`config.mk`:
```
export PLATFORM = sky130hd
export DESIGN_NAME = steer_angle_slew_limiter_core
export DESIGN_NICKNAME = d
export VERILOG_FILES = /design/src/rtl/core/sasl_pkg.sv /design/src/rtl/core/sasl_div.sv /design/src/rtl/core/steer_angle_slew_limiter_core.sv
export SDC_FILE = /design/constraint.sdc
export NUM_CORES = 2
export LEC_CHECK = 0
export ABC_AREA = 1
export BUFFER_PORTS_ARGS = -buffer_cell sky130_fd_sc_hd__buf_4
export CORE_MARGIN = 10
export CORE_UTILIZATION = 39
export DETAILED_ROUTE_END_ITERATION = 16
export PLACE_DENSITY = 0.54
export SYNTH_ARGS = -nofsm -noshare
export SYNTH_HDL_FRONTEND = slang
export SYNTH_SLANG_ARGS = --single-unit
export TNS_END_PERCENT = 30
```
`constraint.sdc`:
```
create_clock -name clk -period 7.2 [get_ports clk]
set_input_delay 0.72 -clock clk [delete_from_list [all_inputs] [get_ports clk]]
set_output_delay 0.72 -clock clk [all_outputs]
set_load 0.01 [all_outputs]
```
`src/rtl/core/sasl_pkg.sv`:
```
package sasl_pkg;

  localparam int unsigned CmdW      = 16;
  localparam int unsigned DeadzoneW = 14;
  localparam int unsigned AngleMaxW = 15;
  localparam int unsigned RateW     = 16;
  localparam int unsigned ScaleW    = 16;
  localparam int unsigned CfgDataW  = 16;
  localparam int unsigned CfgIdxW   = 2;

  // shared divider: 32 bit dividend, quotient known to stay below 2^17
  localparam int unsigned DivNumW   = 32;
  localparam int unsigned DivQuoW   = 17;
  localparam int unsigned DivDenW   = 17;
  localparam int unsigned DivCntW   = 5;

  localparam logic [CfgIdxW-1:0] REG_DEADZONE_WIDTH = 2'd0;
  localparam logic [CfgIdxW-1:0] REG_MAX_ANGLE      = 2'd1;
  localparam logic [CfgIdxW-1:0] REG_MAX_RATE       = 2'd2;
  localparam logic [CfgIdxW-1:0] REG_SPEED_SCALE    = 2'd3;

  localparam logic [DeadzoneW-1:0] DEADZONE_WIDTH_RST = 14'd1638;
  localparam logic [AngleMaxW-1:0] MAX_ANGLE_RST      = 15'd9830;
  localparam logic [RateW-1:0]     MAX_RATE_RST       = 16'd8192;
  localparam logic [ScaleW-1:0]    SPEED_SCALE_RST    = 16'd7680;

  typedef struct packed {
    logic               start;
    logic [DivNumW-1:0] dividend;
    logic [DivDenW-1:0] divisor;
  } div_req_t;

  typedef struct packed {
    logic               done;
    logic [DivQuoW-1:0] quotient;
  } div_rsp_t;

endpackage

```
`src/rtl/core/sasl_div.sv`:
```
module sasl_div (
  input  logic             clk,
  input  logic             rst,
  input  sasl_pkg::div_req_t req,
  output sasl_pkg::div_rsp_t rsp
);
  import sasl_pkg::*;

  logic                busy;
  logic [DivCntW-1:0]  cnt;
  logic [DivDenW-1:0]  rem;
  logic [DivQuoW-1:0]  quo;
  logic [DivDenW-1:0]  divisor;
  logic                done;

  logic [DivDenW:0]    trial;
  logic                fits;

  // restoring division, one quotient bit per cycle
  assign trial = {rem, quo[DivQuoW-1]};
  assign fits  = trial >= {1'b0, divisor};

  always_ff @(posedge clk) begin
    if (rst) begin
      busy <= 1'b0;
      done <= 1'b0;
      cnt  <= '0;
    end else begin
      done <= 1'b0;
      if (req.start) begin
        busy <= 1'b1;
        cnt  <= DivCntW'(DivQuoW);
      end else if (busy) begin
        cnt <= cnt - 1'b1;
        if (cnt == DivCntW'(1)) begin
          busy <= 1'b0;
          done <= 1'b1;
        end
      end
    end
  end

  always_ff @(posedge clk) begin
    if (req.start) begin
      // upper dividend bits start as the partial remainder
      rem     <= DivDenW'(req.dividend[DivNumW-1:DivQuoW]);
      quo     <= req.dividend[DivQuoW-1:0];
      divisor <= req.divisor;
    end else if (busy) begin
      rem <= fits ? DivDenW'(trial - {1'b0, divisor}) : trial[DivDenW-1:0];
      quo <= {quo[DivQuoW-2:0], fits};
    end
  end

  assign rsp.done     = done;
  assign rsp.quotient = quo;

endmodule

```
`src/rtl/core/steer_angle_slew_limiter_core.sv`:
```
// channel  | signals                                      | direction
// command  | cmd_valid, cmd_stall, steer_command,         | in
//          | forward_speed, time_step                     |
// result   | res_valid, res_stall, new_angle, rate_limited| out
// config   | cfg_we, cfg_index, cfg_data                  | in
//
// one word goes from accept to result through two divider passes (start, 17
// quotient bits, done), three multiplier steps and one finishing step, and
// the next word is taken only once the core is idle again. with zero speed
// scale at standstill the second pass is skipped.
// rst is synchronous: registers return to defaults, angle clears to zero.
// a finished result waits in the output register; a new command is taken
// while it waits, and the next result waits in the last step until it leaves.
module steer_angle_slew_limiter_core (
  input  logic                                   clk,
  input  logic                                   rst,
  input  logic                                   cmd_valid,
  output logic                                   cmd_stall,
  input  logic signed [15:0]                     steer_command,
  input  logic signed [15:0]                     forward_speed,
  input  logic [15:0]                            time_step,
  output logic                                   res_valid,
  input  logic                                   res_stall,
  output logic signed [15:0]                     new_angle,
  output logic                                   rate_limited,
  input  logic                                   cfg_we,
  input  logic [sasl_pkg::CfgIdxW-1:0]           cfg_index,
  input  logic [sasl_pkg::CfgDataW-1:0]          cfg_data
);
  import sasl_pkg::*;

  localparam logic [3:0] S_IDLE    = 4'd0;
  localparam logic [3:0] S_DIV_DZ  = 4'd1;
  localparam logic [3:0] S_WAIT_DZ = 4'd2;
  localparam logic [3:0] S_DIV_SF  = 4'd3;
  localparam logic [3:0] S_WAIT_SF = 4'd4;
  localparam logic [3:0] S_MUL_A   = 4'd5;
  localparam logic [3:0] S_MUL_B   = 4'd6;
  localparam logic [3:0] S_MUL_C   = 4'd7;
  localparam logic [3:0] S_FINISH  = 4'd8;

  logic [3:0]            state, state_next;

  logic [DeadzoneW-1:0]  deadzone_width;
  logic [AngleMaxW-1:0]  max_angle;
  logic [RateW-1:0]      max_rate;
  logic [ScaleW-1:0]     speed_scale;

  logic signed [15:0]    steer_angle;

  logic                  cmd_neg;
  logic [15:0]           cmd_mag;
  logic [15:0]           speed_mag;
  logic [15:0]           dt;
  logic [15:0]           inp;
  logic [DivQuoW-1:0]    sf;
  logic [47:0]           prod;
  logic signed [15:0]    tgt;

  div_req_t              div_req;
  div_rsp_t              div_rsp;

  logic                  cmd_take;
  logic                  res_free;
  logic [16:0]           sf_den;
  logic [15:0]           dz_diff;
  logic                  dz_out;

  logic [30:0]           mul_a;
  logic [16:0]           mul_b;
  logic [47:0]           mul_p;

  logic [17:0]           lim;
  logic signed [17:0]    delta;
  logic [16:0]           delta_mag;
  logic                  limited;
  logic signed [18:0]    nv_wide;
  logic signed [15:0]    nv;

  sasl_div u_div (
    .clk (clk),
    .rst (rst),
    .req (div_req),
    .rsp (div_rsp)
  );

  assign cmd_stall = (state != S_IDLE);
  assign cmd_take  = cmd_valid && !cmd_stall;
  assign res_free  = !res_valid || !res_stall;

  assign dz_out  = cmd_mag >= {2'b00, deadzone_width};
  assign dz_diff = cmd_mag - {2'b00, deadzone_width};
  assign sf_den  = {1'b0, speed_scale} + {1'b0, speed_mag};

  always_comb begin
    div_req = '0;
    case (state)
      S_DIV_DZ: begin
        div_req.start    = 1'b1;
        div_req.dividend = dz_out ? {1'b0, dz_diff, 15'd0} : '0;
        div_req.divisor  = 17'd32768 - {3'b000, deadzone_width};
      end
      S_DIV_SF: begin
        div_req.start    = (sf_den != '0);
        div_req.dividend = {speed_scale, 16'd0};
        div_req.divisor  = sf_den;
      end
      default: ;
    endcase
  end

  // one shared multiplier, operands chosen by step
  always_comb begin
    mul_a = '0;
    mul_b = '0;
    case (state)
      S_MUL_A: begin
        mul_a = {15'd0, inp};
        mul_b = {2'b00, max_angle};
      end
      S_MUL_B: begin
        mul_a = prod[30:0];
        mul_b = sf;
      end
      S_MUL_C: begin
        mul_a = {15'd0, max_rate};
        mul_b = {1'b0, dt};
      end
      default: ;
    endcase
  end
  assign mul_p = {17'd0, mul_a} * {31'd0, mul_b};

  // final clamp toward the target
  always_comb begin
    lim       = prod[31:14];
    delta     = 18'(tgt) - 18'(steer_angle);
    delta_mag = delta[17] ? 17'(-delta) : delta[16:0];
    limited   = {1'b0, delta_mag} > lim;
    if (delta[17])
      nv_wide = 19'(steer_angle) - signed'({1'b0, lim});
    else
      nv_wide = 19'(steer_angle) + signed'({1'b0, lim});
    nv = limited ? nv_wide[15:0] : tgt;
  end

  always_comb begin
    state_next = state;
    case (state)
      S_IDLE:    if (cmd_take) state_next = S_DIV_DZ;
      S_DIV_DZ:  state_next = S_WAIT_DZ;
      S_WAIT_DZ: if (div_rsp.done) state_next = S_DIV_SF;
      S_DIV_SF:  state_next = (sf_den == '0) ? S_MUL_A : S_WAIT_SF;
      S_WAIT_SF: if (div_rsp.done) state_next = S_MUL_A;
      S_MUL_A:   state_next = S_MUL_B;
      S_MUL_B:   state_next = S_MUL_C;
      S_MUL_C:   state_next = S_FINISH;
      S_FINISH:  if (res_free) state_next = S_IDLE;
      default:   state_next = S_IDLE;
    endcase
  end

  always_ff @(posedge clk) begin
    if (rst) begin
      state          <= S_IDLE;
      res_valid      <= 1'b0;
      steer_angle    <= '0;
      deadzone_width <= DEADZONE_WIDTH_RST;
      max_angle      <= MAX_ANGLE_RST;
      max_rate       <= MAX_RATE_RST;
      speed_scale    <= SPEED_SCALE_RST;
    end else begin
      state <= state_next;
      if (res_valid && !res_stall)
        res_valid <= 1'b0;
      if (state == S_FINISH && res_free) begin
        res_valid   <= 1'b1;
        steer_angle <= nv;
      end
      if (cfg_we) begin
        case (cfg_index)
          REG_DEADZONE_WIDTH: deadzone_width <= cfg_data[DeadzoneW-1:0];
          REG_MAX_ANGLE:      max_angle      <= cfg_data[AngleMaxW-1:0];
          REG_MAX_RATE:       max_rate       <= cfg_data[RateW-1:0];
          REG_SPEED_SCALE:    speed_scale    <= cfg_data[ScaleW-1:0];
          default: ;
        endcase
      end
    end
  end

  always_ff @(posedge clk) begin
    if (cmd_take) begin
      cmd_neg   <= steer_command[15];
      cmd_mag   <= steer_command[15] ? 16'(-steer_command) : steer_command;
      speed_mag <= forward_speed[15] ? 16'(-forward_speed) : forward_speed;
      dt        <= time_step;
    end
    if (state == S_WAIT_DZ && div_rsp.done)
      inp <= div_rsp.quotient[15:0];
    if (state == S_DIV_SF && sf_den == '0)
      sf <= 17'h10000;
    if (state == S_WAIT_SF && div_rsp.done)
      sf <= div_rsp.quotient;
    if (state == S_MUL_A || state == S_MUL_B || state == S_MUL_C)
      prod <= mul_p;
    if (state == S_MUL_C)
      tgt <= cmd_neg ? 16'(-prod[46:31]) : prod[46:31];
    if (state == S_FINISH && res_free) begin
      new_angle    <= nv;
      rate_limited <= limited;
    end
  end

endmodule
```
After elaboration in Yosys (flattened, before gate mapping)
Index checks and enable logic that the tools add are counted.

Add/sub/neg operators: 12. $mul: 1. $lt $le $gt $ge: 3. Equality and inequality tests: 16. Multiplexer cells: 31. Bitwise gates (word level): 1. Reduce and logical (&&, ||, !) cells: 27.

Operator list (count): $mux 17 (6); $pmux 50 s2 (1); $pmux 31 s3 (1); $mux 15 (4); $pmux 17 s3 (1); $mux 16 (3); $neg 16->16 (3); $mul 31x17->47 (1); $pmux 4 s9 (1); $mux 31 (1); $ge 18x17->1 (1); $gt 17x18->1 (1); $add 16x16->17 (1); $logic_not 17->1 (1); $neg 17->17 (1); $reduce_bool 17->1 (1); $sub 16x14->17 const A (1); $sub 16x16->17 (1); $sub 17x17->17 (1); $add 16x16->16 (1); $eq 4x3->1 const B (4); $ge 16x14->1 (1); $mux 4 (4); $sub 16x14->16 (1); 24 further kinds (49).

Bits in registers: 302. Input bits: 71. Output and inout port bits: 19. Word-level logic and storage cells: 118.

Longest topological paths before layout
Depth in word-level cells: 5. Depth in mapped cells: 39. Gate-level depth less buffers: 36.

Modules after synthesis
Synthesis repeated with hierarchy kept, for this count alone.

Cells, all modules: 4593. Area, all modules: 35933.2 µm².

By module, submodules not included: steer_angle_slew_limiter_core (instances 1, cells an instance 4112, area an instance 32167.1 µm², seq. area each 6506.2 µm²); sasl_div (instances 1, cells an instance 481, area an instance 3766.1 µm², seq. area each 1651.6 µm²).

Worst setup path before layout
OpenSTA, ideal clock, no wires.

Kind: register to register. Start point: reg state[2]. End point: reg prod[21], data pin. Library setup time: 256 ps. Arrival time: 6262 ps. Data required time: 6944 ps. Path slack: 682 ps. Cell stages (with the launch flop): 33. Buffers on the path: 2. Period minus slack after synthesis: 6518 ps. Cell sequence: dfxtp_1 -> inv_1 -> nor2_1 -> inv_1 -> nor2_1 -> buf_2 -> nand2_1 -> nand3_1 -> buf_2 -> nand2_1 -> fa_1 -> fa_1 -> inv_1 -> fa_1 -> inv_1 -> fa_1 -> inv_1 -> fa_1 -> fa_1 -> ha_1 -> nand2_1 -> nor2_1 -> nand2_1 -> nand2_1 -> inv_1 -> o21bai_1 -> nand2_1 -> nand3_1 -> inv_1 -> nor2_1 -> nor2_1 -> nand2_1 -> nand2_1.

Word-level cells in the longest chain between the ends: 3. Elaborated cells between the ends (all ways): 6. Classes of those cells: 1 x mul; 3 x eq/ne; 2 x mux.

Ends and longest elaborated chain: start, declared (RTL line steer_angle_slew_limiter_core.sv:42) `logic [3:0] state, state_next;`; start signal, assigned (RTL line steer_angle_slew_limiter_core.sv:173) `state <= state_next;`; $eq 4x3->1 (RTL line steer_angle_slew_limiter_core.sv:116) `case (state)`; $pmux 31 s3 / $pmux 17 s3 (equally long branches) (RTL line steer_angle_slew_limiter_core.sv:116); $mul 31x17->47 (*) (RTL line steer_angle_slew_limiter_core.sv:132) `assign mul_p = {17'd0, mul_a} * {31'd0, mul_b};`; named net mul_p[21] (RTL line steer_angle_slew_limiter_core.sv:71) `logic [47:0] mul_p;`; end signal, assigned (RTL line steer_angle_slew_limiter_core.sv:206) `prod <= mul_p;`; end, declared (RTL line steer_angle_slew_limiter_core.sv:57) `logic [47:0] prod;`.

The timed path passes the listed nets; every way through them passes the cells marked *. A chain may end at the register's enable or synchronous reset.

Worst setup path after layout
Start point: reg state[1]. End point: reg prod[32], data pin.

The elaborated chain is that of the path after synthesis.

==> metrics <==
Placed Cells incl. Taps=5772; remaining antenna violation count=0; top_reg_cell synth=edfxtp_1; CP Capture Type=flip-flop; non-filler cells, final=5841; largest net degree at the start of global routing=66; Tmin final=6.87 ns; Ys Warns=0; fin. max-slew vios=0; total CTS buffers=36; layout cells sized above 1=6.54%; critical path arrival=7.22 ns; Final Setup Violations=0; class of the worst hold path=input port to flip-flop; hold buffer count at cts=0; final WL=106000 µm; CTS tree=built; routed wl met2=49200 µm; # rows=110; Initial Util=39.3%; Setup WS pre-CTS=0.128 ns; Cell Area, Synth=35400 µm²; Final Cycle Share=95.4%; Final GP Congestion=0.897; Clk pin slew, worst setup/hold paths=0.06 ns; routed wl met3=5350 µm; maximum vdd ir drop=0.000195 V; die height=321 µm; IO buf count=89; Post-Syn Area per Cell=7.76 µm²; post-route setup slack=0.329 ns; First-pass DRT Iterations=6; Max Fclk=0.146 GHz; Core Region=90000 µm²; grt total ovfl=0; FFs w/ async S/R, synth=0%; Hold Fails Final Rpt=0; part of the Yosys area used for sequential elements=23.0%; CTS sink cnt=302; setup TNS=0 ns; first-iteration detailed-routing DRC count=1858; most frequent cells in the layout=nand2_1, inv_1, fa_1, nor2_1, ha_1; later-pin clock latency in the skew report=0.56 ns; Syn-to-layout area delta=11.0%; commonest non-fill, non-tap cell in the layout=nand2_1; Final Power=5.92 mW; DIE WIDTH=321 µm; vias in the first global route=29600; EDFF count, synth=211; #FFs+latches synth=302; Max H-tree Level=2; Max-slew headroom=35.0%; clock skew=0.0262 ns; drc violations=0; max cap viols=0; Post-Syn Instances=4559; root buf cell=clkbuf_16; status=completed; Tightest Pin Transition=0.973 ns; via count=28700; vias per cell=4.92; met1 WL=48500 µm; # IOs=90; RSZ-0062 raised after global routing=true; Avg WL per Cell=18.2 µm; layout net count=5367; syn nets=5289; critical path class=flip-flop to flip-flop; initial antenna violation count=2; die footprint=103000 µm²; Max Fanout on Critical Path=29; Max Buffers Root-to-Sink=3; PwrDens=151 nW/µm²; Unique masters post-synth=52; first-pass GRT wire length=168000 µm; Setup crit start kind=flip-flop; Leak=20.4 nW; Req. time, crit path=7.55 ns; uppermost layer routed=met4; HPWL reported at the end of detailed placement=85000 µm; Total Routing Usage GR=20.7%; Ant. Diodes=0
critical path: stages, from the launching register on:
cell and delay (ns):
dfxtp_1 0.37, inv_1 0.07, nor2_2 0.18, nand2_4 0.12, inv_1 0.12, buf_12 0.19, nand2_1 0.09, nand3_2 0.17
buf_12 0.18, nand2_1 0.09, fa_1 0.52, fa_1 0.54, inv_1 0.05, fa_1 0.49, fa_1 0.57, inv_1 0.05
fa_1 0.45, fa_1 0.49, inv_1 0.04, ha_1 0.39, nand2_1 0.13, o21ai_0 0.34, a21oi_1 0.11, o21ai_0 0.22
a21o_1 0.23, nand2_1 0.07, nand2_1 0.08, xor2_1 0.29
sequential cells by signal, summed over array words and instances, names as in the netlist, 4 cells and up:
name	flops
cmd_mag	16
tgt	16
u_div.quo	17
u_div.cnt	5
speed_scale	16
max_rate	16
prod	47
steer_angle	16
max_angle	15
state	4
speed_mag	16
dt	16
inp	16
u_div.divisor	17
u_div.rem	17
sf	17
new_angle	16
deadzone_width	14
layer usage:
| metal | vias up | track usage [%] |
|---|---|---|
| met3 | 142 | 2.69 |
| met1 | 13800 | 27.9 |
| met4 | 0 | 6.28 |
| met5 | - | 0 |
| met2 | 734 | 34.1 |
| li1 | 14000 | - |
final timing paths:
| path | slack, ns | cells after the start | end | start |
|---|---|---|---|---|
| setup reg to reg | 0.33 | 27 | prod[32] | state[1] |
| hold reg to reg | 0.45 | 0 | inp[3] | u_div.quo[3] |
| setup / recovery | 0.33 | 27 | prod[32] | state[1] |
| hold / removal | 0.33 | 1 | dt[15] | time_step[15] |
Yosys cell counts (3+ instances only):
master | n | area [µm²]
xor2_1 | 102 | 893
nor2_1 | 289 | 1080
a21boi_0 | 3 | 22.5
edfxtp_1 | 211 | 6340
clkbuf_1 | 54 | 203
nand4_1 | 22 | 138
nand2_2 | 3 | 18.8
inv_1 | 1049 | 3940
dfxtp_1 | 91 | 1820
buf_2 | 70 | 350
nand3b_1 | 14 | 105
a21o_1 | 13 | 97.6
clkinv_1 | 5 | 18.8
o31ai_1 | 4 | 30.0
buf_1 | 4 | 15.0
a31oi_1 | 19 | 119
nor4_1 | 18 | 113
o21ai_1 | 4 | 20.0
nor2_2 | 20 | 125
o211ai_1 | 10 | 75.1
nand3_1 | 184 | 921
o21bai_1 | 7 | 52.6
o221ai_1 | 3 | 26.3
and2_1 | 5 | 31.3
inv_2 | 3 | 11.3
nor3_1 | 38 | 190
o32ai_1 | 3 | 26.3
fa_1 | 438 | 8770
a21oi_1 | 172 | 861
nand2_1 | 1230 | 4620
buf_6 | 4 | 45.0
o22ai_1 | 15 | 93.8
ha_1 | 221 | 2770
o21ai_0 | 149 | 746
o21a_1 | 10 | 75.1
buf_4 | 4 | 30.0
xnor2_1 | 46 | 403
or2_2 | 4 | 25.0
logic make-up (layout without fill, tap and decap cells):
kind of cell | after synthesis | after routing | synth area share [%]
and+or+nand+nor | 1834 | 1834 | 21.0
buffers and inverters | 1193 | 1299 | 13.0
adders and majority gates | 659 | 659 | 32.6
AOI/OAI and AO/OA | 422 | 422 | 6.64
DFF | 302 | 302 | 23.0
xor gates and xnor gates | 149 | 149 | 3.71
where the power goes:
| group | total, mW | internal (mW) | leakage [nW] | switching (mW) |
|---|---|---|---|---|
| combinational | 1.77 | 0.611 | 17.1 | 1.16 |
| sequential | 2.30 | 2.18 | 2.71 | 0.121 |
| clock | 1.86 | 1.08 | 0.580 | 0.781 |
timing repair:
action,CTS,global route
setup endpoints to repair,0,22
hold endpoints to repair,0,0
setup buffers,0,2
gates resized for setup,0,38
per-stage QoR:
step / utilization (%) / hold WS, ns / cell area, µm²
2_1_floorplan: - / 0.426 / 35400
3_3_place_gp: 42.1 / 0.431 / 37900
3_5_place_dp: 42.1 / 0.433 / 37900
5_1_grt: 43.6 / 0.321 / 39300
6_report: 43.6 / 0.335 / 39300
4_1_cts: 43.4 / 0.307 / 39100
layout make-up:
type	instances	area (µm²)
clock inverters	21	233
fillers	9343	50700
multi-input cells	3064	22800
clock buffers	45	966
well taps	1176	1470
repair buffers	176	1700
flip-flops and latches	302	8160
inverters	1057	3970
(Power assumes the default switching activity.)
